### config.mk
export PLATFORM = sky130hd
export DESIGN_NAME = energy_vad_hangover
export DESIGN_NICKNAME = d
export VERILOG_FILES = /design/src/rtl/evh_pkg.sv /design/src/rtl/evh_queue.sv /design/src/rtl/evh_front.sv /design/src/rtl/evh_back.sv /design/src/rtl/energy_vad_hangover.sv
export VERILOG_INCLUDE_DIRS = /design/src /design/src/rtl
export SDC_FILE = /design/constraint.sdc
export NUM_CORES = 2
export LEC_CHECK = 0
export BUFFER_PORTS_ARGS = -buffer_cell sky130_fd_sc_hd__buf_4
export CORE_UTILIZATION = 65
export CTS_CLUSTER_DIAMETER = 40
export DETAILED_ROUTE_END_ITERATION = 6
export PLACE_DENSITY = 0.83
export SYNTH_ARGS = -nofsm -noshare
export SYNTH_HDL_FRONTEND = slang
export SYNTH_SLANG_ARGS = --single-unit
### constraint.sdc
create_clock -name i_clk -period 9.6 [get_ports i_clk]
set_input_delay 0.48 -clock i_clk [delete_from_list [all_inputs] [get_ports i_clk]]
set_output_delay 0.48 -clock i_clk [all_outputs]
set_load 0.03 [all_outputs]
### src/rtl/energy_vad_hangover_macros.svh
// Assertion macros for the energy VAD with hangover.
`ifndef ENERGY_VAD_HANGOVER_MACROS_SVH
`define ENERGY_VAD_HANGOVER_MACROS_SVH
`ifndef ASSERT_OFF
`define EVH_ASSERT_IMP(lbl, clk, rst_n, ante, cons) \
    lbl: assert property (@(posedge clk) disable iff (!rst_n) (ante) |-> (cons)) \
        else $error("assertion failed");
`define EVH_ASSERT_NEXT(lbl, clk, rst_n, ante, cons) \
    lbl: assert property (@(posedge clk) disable iff (!rst_n) (ante) |=> (cons)) \
        else $error("assertion failed");
`else
`define EVH_ASSERT_IMP(lbl, clk, rst_n, ante, cons)
`define EVH_ASSERT_NEXT(lbl, clk, rst_n, ante, cons)
`endif
`endif

### src/rtl/evh_pkg.sv
// Shared types and constants for the energy VAD with hangover.
`timescale 1ns / 1ps
package evh_pkg;
    localparam int DEF_MAX_FRAME_LENGTH = 1024;
    localparam int DEF_SAMPLE_BITS      = 16;

    localparam int FL_W     = 11;
    localparam int THR_W    = 31;
    localparam int HANG_W   = 10;
    localparam int CNT_W    = 10;
    localparam int ENERGY_W = 41;
    localparam int CFG_IDX_W  = 2;
    localparam int CFG_DATA_W = 31;

    localparam logic [ENERGY_W-1:0] ENERGY_MAX = '1;
    localparam logic [CNT_W-1:0]    COUNT_MAX  = '1;

    localparam logic [FL_W-1:0]   RST_FRAME_LENGTH = 11'd400;
    localparam logic [THR_W-1:0]  RST_THRESHOLD    = 31'd1000000;
    localparam logic [HANG_W-1:0] RST_HANGOVER     = 10'd50;

    localparam logic [CFG_IDX_W-1:0] CFG_FRAME_LENGTH = 2'd0;
    localparam logic [CFG_IDX_W-1:0] CFG_THRESHOLD    = 2'd1;
    localparam logic [CFG_IDX_W-1:0] CFG_HANGOVER     = 2'd2;

    localparam logic [1:0] VAD_SILENCE  = 2'd0;
    localparam logic [1:0] VAD_SPEECH   = 2'd1;
    localparam logic [1:0] VAD_HANGOVER = 2'd2;

    localparam int Q_DEPTH = 4;
    localparam int Q_PTR_W = 2;
    localparam int Q_CNT_W = 3;

    typedef enum logic [2:0] {
        ST_SILENCE  = 3'b001,
        ST_SPEECH   = 3'b010,
        ST_HANGOVER = 3'b100
    } t_mode;

    typedef struct packed {
        logic               not_empty;
        logic [Q_CNT_W-1:0] count;
    } t_q_stat;

    function automatic logic [1:0] mode_code(input t_mode m);
        logic [1:0] c;
        unique case (m)
            ST_SPEECH:   c = VAD_SPEECH;
            ST_HANGOVER: c = VAD_HANGOVER;
            default:     c = VAD_SILENCE;
        endcase
        return c;
    endfunction
endpackage

### src/rtl/evh_queue.sv
// Frame energy queue between the accumulating front and the decision back end.
`timescale 1ns / 1ps
module evh_queue
    import evh_pkg::*;
(
    input  logic                i_clk,
    input  logic                i_rst_n,
    input  logic                i_push,
    input  logic [ENERGY_W-1:0] i_data,
    input  logic                i_pop,
    output logic [ENERGY_W-1:0] o_data,
    output t_q_stat             o_stat
);
    logic [ENERGY_W-1:0] r_mem [Q_DEPTH];
    logic [Q_PTR_W-1:0]  r_wptr, r_rptr;
    logic [Q_CNT_W-1:0]  r_count;

    always_ff @(posedge i_clk) begin
        if (i_push) begin
            r_mem[r_wptr] <= i_data;
        end
    end

    always_ff @(posedge i_clk) begin
        if (!i_rst_n) begin
            r_wptr  <= '0;
            r_rptr  <= '0;
            r_count <= '0;
        end else begin
            if (i_push) begin
                r_wptr <= r_wptr + Q_PTR_W'(1);
            end
            if (i_pop) begin
                r_rptr <= r_rptr + Q_PTR_W'(1);
            end
            r_count <= r_count + Q_CNT_W'(i_push) - Q_CNT_W'(i_pop);
        end
    end

    assign o_data           = r_mem[r_rptr];
    assign o_stat.not_empty = (r_count != '0);
    assign o_stat.count     = r_count;
endmodule

### src/rtl/evh_front.sv
// Front end: takes samples, squares them and sums each frame into the queue.
`timescale 1ns / 1ps
module evh_front
    import evh_pkg::*;
#(
    parameter int MAX_FRAME_LENGTH = DEF_MAX_FRAME_LENGTH,
    parameter int SAMPLE_BITS      = DEF_SAMPLE_BITS,
    localparam int POS_W = $clog2(MAX_FRAME_LENGTH),
    localparam int LEN_W = POS_W + 1
) (
    input  logic                   i_clk,
    input  logic                   i_rst_n,
    input  logic                   i_in_valid,
    output logic                   o_in_ready,
    input  logic [SAMPLE_BITS-1:0] i_sample,
    input  logic [LEN_W-1:0]       i_len,
    input  t_q_stat                i_q_stat,
    output logic                   o_push,
    output logic [ENERGY_W-1:0]    o_push_data
);
    localparam int SQ_W  = 2 * SAMPLE_BITS;
    localparam int SUM_W = ((SQ_W > ENERGY_W) ? SQ_W : ENERGY_W) + 1;

    logic [POS_W-1:0]    r_pos, n_pos;
    logic [SQ_W-1:0]     r_sq;
    logic                r_sq_vld;
    logic                r_sq_last;
    logic [ENERGY_W-1:0] r_acc;

    logic                   accept;
    logic [LEN_W-1:0]       pos_inc;
    logic                   last;
    logic [SAMPLE_BITS-1:0] mag;
    logic [SQ_W-1:0]        sq;
    logic [SUM_W-1:0]       sum;
    logic [ENERGY_W-1:0]    acc_sat;

    // room for this request plus a frame end still in the square stage
    assign o_in_ready = ({1'b0, i_q_stat.count} + (Q_CNT_W + 1)'(r_sq_vld && r_sq_last))
                        < (Q_CNT_W + 1)'(Q_DEPTH);
    assign accept = i_in_valid && o_in_ready;

    always_comb begin
        pos_inc = {1'b0, r_pos} + LEN_W'(1);
        last    = (pos_inc >= i_len);
        n_pos   = last ? '0 : pos_inc[POS_W-1:0];
        mag     = i_sample[SAMPLE_BITS-1] ? (~i_sample + SAMPLE_BITS'(1)) : i_sample;
        sq      = SQ_W'(mag) * SQ_W'(mag);
        sum     = SUM_W'(r_acc) + SUM_W'(r_sq);
        acc_sat = (sum > SUM_W'(ENERGY_MAX)) ? ENERGY_MAX : sum[ENERGY_W-1:0];
    end

    always_ff @(posedge i_clk) begin
        if (accept) begin
            r_sq      <= sq;
            r_sq_last <= last;
        end
    end

    always_ff @(posedge i_clk) begin
        if (!i_rst_n) begin
            r_pos    <= '0;
            r_sq_vld <= 1'b0;
            r_acc    <= '0;
        end else begin
            r_sq_vld <= accept;
            if (accept) begin
                r_pos <= n_pos;
            end
            if (r_sq_vld) begin
                r_acc <= r_sq_last ? '0 : acc_sat;
            end
        end
    end

    assign o_push      = r_sq_vld && r_sq_last;
    assign o_push_data = acc_sat;
endmodule

### src/rtl/evh_back.sv
// Back end: loudness decision, hangover state machine and result register.
`timescale 1ns / 1ps
module evh_back
    import evh_pkg::*;
#(
    parameter int LEN_W = 11
) (
    input  logic                i_clk,
    input  logic                i_rst_n,
    input  logic [THR_W-1:0]    i_thr,
    input  logic [LEN_W-1:0]    i_len,
    input  logic [HANG_W-1:0]   i_hang,
    input  t_q_stat             i_q_stat,
    input  logic [ENERGY_W-1:0] i_q_data,
    output logic                o_pop,
    output logic                o_out_valid,
    input  logic                i_out_ready,
    output logic                o_is_speech,
    output logic [ENERGY_W-1:0] o_frame_energy,
    output logic [1:0]          o_vad_mode
);
    localparam int PROD_W = THR_W + LEN_W;
    localparam int CMP_W  = (PROD_W > ENERGY_W) ? PROD_W : ENERGY_W;

    logic [PROD_W-1:0]   r_thr_len;
    t_mode               r_mode, n_mode;
    logic [CNT_W-1:0]    r_quiet, n_quiet;
    logic                r_out_vld;
    logic                r_speech;
    logic [ENERGY_W-1:0] r_energy;
    logic [1:0]          r_code;

    logic             load;
    logic             loud;
    logic [CNT_W-1:0] quiet_inc;

    // threshold times frame length, refreshed every cycle from the registers
    always_ff @(posedge i_clk) begin
        r_thr_len <= PROD_W'(i_thr) * PROD_W'(i_len);
    end

    assign load  = i_q_stat.not_empty && (!r_out_vld || i_out_ready);
    assign o_pop = load;

    always_comb begin
        loud      = CMP_W'(i_q_data) >= CMP_W'(r_thr_len);
        quiet_inc = (r_quiet == COUNT_MAX) ? r_quiet : r_quiet + CNT_W'(1);
        n_mode    = r_mode;
        n_quiet   = r_quiet;
        unique case (r_mode)
            ST_SPEECH: begin
                if (!loud) begin
                    n_mode  = ST_HANGOVER;
                    n_quiet = '0;
                end
            end
            ST_HANGOVER: begin
                if (loud) begin
                    n_mode = ST_SPEECH;
                end else begin
                    n_quiet = quiet_inc;
                    if (quiet_inc >= i_hang) begin
                        n_mode = ST_SILENCE;
                    end
                end
            end
            default: begin
                n_mode = loud ? ST_SPEECH : ST_SILENCE;
            end
        endcase
    end

    always_ff @(posedge i_clk) begin
        if (load) begin
            r_energy <= i_q_data;
            r_code   <= mode_code(n_mode);
            r_speech <= (n_mode != ST_SILENCE);
        end
    end

    always_ff @(posedge i_clk) begin
        if (!i_rst_n) begin
            r_mode    <= ST_SILENCE;
            r_quiet   <= '0;
            r_out_vld <= 1'b0;
        end else begin
            if (load) begin
                r_mode  <= n_mode;
                r_quiet <= n_quiet;
            end
            if (load) begin
                r_out_vld <= 1'b1;
            end else if (i_out_ready) begin
                r_out_vld <= 1'b0;
            end
        end
    end

    assign o_out_valid    = r_out_vld;
    assign o_is_speech    = r_speech;
    assign o_frame_energy = r_energy;
    assign o_vad_mode     = r_code;
endmodule

### src/rtl/energy_vad_hangover.sv
// Energy VAD with hangover: channel ports, configuration registers, front/queue/back.
//
// Usage:
//   Sample channel: i_sample with i_in_valid / o_in_ready, one sample per request.
//   Result channel: o_is_speech, o_frame_energy, o_vad_mode with o_out_valid /
//   i_out_ready, one result per finished frame.
//   Config channel: i_cfg_index / i_cfg_data with i_cfg_valid / o_cfg_ready,
//   always ready; index 0 frame length, 1 energy threshold, 2 hangover frames,
//   others ignored. Write only while the block is idle.
//   Throughput: one sample per cycle while o_in_ready is high, set by the
//   square and accumulate stages in the front end.
//   Result path: a frame's result becomes valid after its last sample is
//   accepted, passing the square stage, accumulate/queue and result register.
//   Receiver stall: finished frames wait in a four-entry queue; o_in_ready
//   drops only when that queue cannot take another frame end.
//   Reset: synchronous, active low; registers return to their defaults,
//   the frame sum and position clear and the mode returns to silence.
`timescale 1ns / 1ps
`include "energy_vad_hangover_macros.svh"
module energy_vad_hangover
    import evh_pkg::*;
#(
    parameter int MAX_FRAME_LENGTH = DEF_MAX_FRAME_LENGTH,
    parameter int SAMPLE_BITS      = DEF_SAMPLE_BITS
) (
    input  logic                   i_clk,
    input  logic                   i_rst_n,
    input  logic                   i_in_valid,
    output logic                   o_in_ready,
    input  logic [SAMPLE_BITS-1:0] i_sample,
    output logic                   o_out_valid,
    input  logic                   i_out_ready,
    output logic                   o_is_speech,
    output logic [ENERGY_W-1:0]    o_frame_energy,
    output logic [1:0]             o_vad_mode,
    input  logic                   i_cfg_valid,
    output logic                   o_cfg_ready,
    input  logic [CFG_IDX_W-1:0]   i_cfg_index,
    input  logic [CFG_DATA_W-1:0]  i_cfg_data
);
    localparam int POS_W = $clog2(MAX_FRAME_LENGTH);
    localparam int LEN_W = POS_W + 1;
    localparam int CW    = (LEN_W > FL_W) ? LEN_W : FL_W;

    logic [FL_W-1:0]   r_frame_len;
    logic [THR_W-1:0]  r_thr;
    logic [HANG_W-1:0] r_hang;

    logic [LEN_W-1:0]    eff_len;
    t_q_stat             q_stat;
    logic                push, pop;
    logic [ENERGY_W-1:0] push_data, q_data;

    assign o_cfg_ready = 1'b1;

    always_ff @(posedge i_clk) begin
        if (!i_rst_n) begin
            r_frame_len <= RST_FRAME_LENGTH;
            r_thr       <= RST_THRESHOLD;
            r_hang      <= RST_HANGOVER;
        end else if (i_cfg_valid && o_cfg_ready) begin
            unique case (i_cfg_index)
                CFG_FRAME_LENGTH: r_frame_len <= i_cfg_data[FL_W-1:0];
                CFG_THRESHOLD:    r_thr       <= i_cfg_data[THR_W-1:0];
                CFG_HANGOVER:     r_hang      <= i_cfg_data[HANG_W-1:0];
                default: ;
            endcase
        end
    end

    // zero length acts as one, lengths above the maximum are clamped
    always_comb begin
        priority if (r_frame_len == '0) begin
            eff_len = LEN_W'(1);
        end else if (CW'(r_frame_len) > CW'(MAX_FRAME_LENGTH)) begin
            eff_len = LEN_W'(MAX_FRAME_LENGTH);
        end else begin
            eff_len = LEN_W'(r_frame_len);
        end
    end

    evh_front #(
        .MAX_FRAME_LENGTH (MAX_FRAME_LENGTH),
        .SAMPLE_BITS      (SAMPLE_BITS)
    ) u_front (
        .i_clk       (i_clk),
        .i_rst_n     (i_rst_n),
        .i_in_valid  (i_in_valid),
        .o_in_ready  (o_in_ready),
        .i_sample    (i_sample),
        .i_len       (eff_len),
        .i_q_stat    (q_stat),
        .o_push      (push),
        .o_push_data (push_data)
    );

    evh_queue u_queue (
        .i_clk   (i_clk),
        .i_rst_n (i_rst_n),
        .i_push  (push),
        .i_data  (push_data),
        .i_pop   (pop),
        .o_data  (q_data),
        .o_stat  (q_stat)
    );

    evh_back #(
        .LEN_W (LEN_W)
    ) u_back (
        .i_clk          (i_clk),
        .i_rst_n        (i_rst_n),
        .i_thr          (r_thr),
        .i_len          (eff_len),
        .i_hang         (r_hang),
        .i_q_stat       (q_stat),
        .i_q_data       (q_data),
        .o_pop          (pop),
        .o_out_valid    (o_out_valid),
        .i_out_ready    (i_out_ready),
        .o_is_speech    (o_is_speech),
        .o_frame_energy (o_frame_energy),
        .o_vad_mode     (o_vad_mode)
    );

    `EVH_ASSERT_IMP(a_q_no_overflow, i_clk, i_rst_n, 1'b1, q_stat.count <= Q_CNT_W'(Q_DEPTH))
    `EVH_ASSERT_IMP(a_ready_has_room, i_clk, i_rst_n, o_in_ready, q_stat.count < Q_CNT_W'(Q_DEPTH))
    `EVH_ASSERT_IMP(a_speech_flag, i_clk, i_rst_n, o_out_valid, o_is_speech == (o_vad_mode != VAD_SILENCE))
    `EVH_ASSERT_NEXT(a_pop_loads, i_clk, i_rst_n, q_stat.not_empty && (!o_out_valid || i_out_ready), o_out_valid)
endmodule

==> impl_metrics.csv <==
group,metric,value,unit
clock_network,hold_buffers,0,
detailed_routing,drc,0,
timing,clock.fmax,124.4,MHz
timing,rsz0062_at_grt,"no",
worst_setup_path,cp_max_fo,8,
worst_setup_path,crit_path_end_kind,"register",
detailed_routing,wirelength,81260,um
placed_design,hpwl,60430,um
power,power_frac_seq,20.2,%
min_path,hold_path.class,"primary input to register",
synthesis,synthCells,3487,
timing,period_minus_slack,8.041,ns
synthesis,yosysWarnings,0,
synthesis,synth_area_leaders,"fa_1 24%, edfxtp_1 20%, ha_1 9.9%",
power,p_leak,18.32,nW
synthesis,syn-cell-area,35400,um^2
cells_and_area,drive_gt1_share,8.410,%
clock_network,clockBufferDepth,3,
power,p_int,7.580,mW
placed_design,place_area,36790,um^2
power,ir_drop,608.4,uV
timing,slew_headroom,19.19,%
synthesis,synth_seq_area_share,29.92,%
placed_design,gp_congestion,0.9280,
clock_network,clockRootBuffer,"clkbuf_16",
synthesis,synth_common_cells,"611 x inv_1, 464 x nand2_1, 426 x fa_1",
cells_and_area,syn2layout_area_growth,9.876,%
synthesis,async_reset_ff_share,0,%
timing,setup_viol,0,
worst_setup_path,crit_top_cell,"fa_1",
clock_network,ctsResizeCount,0,
die,floorplan.die_area,55390,um^2
die,core,53810,um^2
detailed_routing,drt_first_iter_violations,2046,
timing,finalSetupTns,0,ns
die,io_pins,101,
synthesis,yosysTopAreaCellShare,24.09,%
synthesis,synth.distinct_cells,76,
power,combinationalPowerShare,63.6,%
clock_network,cts_tree,"done",
synthesis,synth_flop_cell,"edfxtp_1",
die,start_util,65.77,%
clock_network,cts_buffers,60,
synthesis,ys_seq_elements,409,
grt,grt_pass1_vias,25860,
status,status,"finished, final reports clean",
cells_and_area,fin_area,38890,um^2
worst_setup_path,critPathTopFamily,"adder cells",
worst_setup_path,path_depth,30,
grt,antenna_found_initial,2,
detailed_routing,ant_nets,0,
min_path,whs_path_depth,1,
power,powerDensity,355.2,nW/um^2
detailed_routing,wl_per_cell,18.90,um
run,cap_violations,0,
worst_setup_path,critical_path_class,"primary input to register",
clock_network,cts.sinks,409,
synthesis,yosysMostFrequentCell,"inv_1",
cells_and_area,antenna_cells,0,
power,p_clk_share,16.2,%
timing,tightest_slew,1.210,ns
grt,grt_pass1_wl,131900,um
detailed_routing,vias,25100,
worst_setup_path,cp.required,10.00,ns
synthesis,synth_edf_count,240,
worst_setup_path,arrival,8.44,ns
detailed_routing,drtPass1Iterations,7,
timing,period_share,83.76,%
worst_setup_path,slowest_stage,"fa_1",
clock_network,cts_max_level,2,
detailed_routing,viasPerCell,5.838,
die,dieHeight,235.4,um
timing,clock_skew,0.08960,ns
grt,grt_max_degree,48,
power,power.switching,6.236,mW
timing,drv_slew,0,
worst_setup_path,critPathMaxStageDelay,0.58,ns
cells_and_area,nNetsFinal,4312,
power,p_sw_share,45.14,%
worst_setup_path,worst-path-buf-inv,6,
worst_setup_path,r2r_cells,22,
clock_network,cts.clk_slew.worst_paths,0.06,ns
clock_network,post_cts_buffers,0,
die,die_x,235.4,um
synthesis,yosysTopAreaCell,"fa_1",
placed_design,port_buffers,99,
synthesis,avgSynthCellArea,10.15,um^2
clock_network,worstSkewPairLatency,0.67,ns
timing,hold_violations,0,
grt,grt_usage,30.03,%
die,num_rows,85,
grt,grt.overflow.total,0,
worst_setup_path,crit_path_start_kind,"primary input",
[final cells by class]
type,instances,area (um^2)
Timing Repair Buffer,124,930.9
Multi-Input combinational cell,2338,22080
Clock inverter,44,518.0
Sequential cell,409,10590
Tap cell,696,870.8
Inverter,618,2320
Clock buffer,70,1580
Fill cell,3737,14920
[kinds of logic after synthesis]
group,after synthesis,synth area share (%)
buffers and inverters,750,7.992
adders and majority gates,707,34.03
xor gates and xnor gates,127,3.143
and+or+nand+nor,980,13.04
other,2,0.02122
muxes,48,2.814
AOI/OAI and AO/OA,464,9.042
DFF,409,29.92
[state kept, by name, summed over array words and instances, names as in the netlist, 10 cells and up, named ones only]
signal and count:
u_front.r_acc 41, u_front.r_sq 31, u_back.r_quiet 10, r_hang 10, r_thr 31, u_back.o_frame_energy 41
u_front.r_pos 10, u_back.r_thr_len 42, u_queue.r_mem 164, r_frame_len 11
[through the flow]
stage                     hold WS (ns)  util, %  total power, mW  worst slack (ns)  std cells
after floorplan                 0.4435        -            9.297             1.487       3497
after global placement          0.4521    68.37            11.11             1.181       4185
after detailed placement        0.4617    68.37            11.41            0.9426       4185
after CTS                      0.04834    72.27            13.76             1.617       4299
after global routing           0.05903    72.27            15.01            0.9415       4299
final                          0.06875    72.27            13.82             1.559       4299
[layout by cell type (no fill, tap or decap), drive strengths merged, types with 12 or more instances in the layout]
| cell type | count |
|---|---|
| mux4 | 41 |
| a21boi | 46 |
| a211oi | 13 |
| fa | 426 |
| o21a | 18 |
| inv | 631 |
| a21oi | 103 |
| clkinv | 24 |
| ha | 281 |
| and3 | 30 |
| nand3 | 48 |
| a31oi | 15 |
| dfxtp | 169 |
| a22o | 42 |
| xnor2 | 84 |
| o211ai | 16 |
| nand4 | 16 |
| nand2b | 28 |
| xor2 | 43 |
| buf | 124 |
| edfxtp | 240 |
| clkbuf | 70 |
| nor3 | 27 |
| conb | 12 |
| nor2b | 25 |
| nand2 | 464 |
| and2 | 174 |
| a21o | 80 |
| o21ai | 69 |
| nor2 | 129 |
[path summary, 6_finish.rpt]
| kind | to | slack, ns | start |
|---|---|---|---|
| min reg2reg | r_hang[8]$_SDFFE_PN0P_ | 0.47 | r_hang[8]$_SDFFE_PN0P_ |
| min | u_front.r_sq[0]$_DFFE_PP_ | 0.07 | i_sample[0] |
| max reg2reg | u_back.r_thr_len[35]$_DFF_P_ | 2.05 | r_frame_len[10]$_SDFFE_PN0P_ |
| max | u_front.r_sq[30]$_DFFE_PP_ | 1.56 | i_sample[1] |
[power groups by stage]
stage	Sequential [mW]	Clock [mW]	Combinational, mW
detailed placement	2.82	0	8.58
finish	2.79	2.23	8.79
CTS	2.79	2.26	8.71
global placement	2.81	0	8.30
floorplan	2.96	0	6.33
global route	2.82	2.33	9.86
[metal layers]
| layer | share of wire, % | vias to the layer above | track usage [%] | wire (um) |
|---|---|---|---|---|
| li1 | - | 11450 | - | - |
| met1 | 41 | 12460 | 40.18 | 33710 |
| met2 | 48 | 994 | 50.53 | 39100 |
| met3 | 7.6 | 191 | 4.902 | 6144 |
| met4 | 2.8 | 2 | 9.170 | 2294 |
| met5 | 0.014 | - | 0 | 11 |
Power figures use the tool's default switching activity.
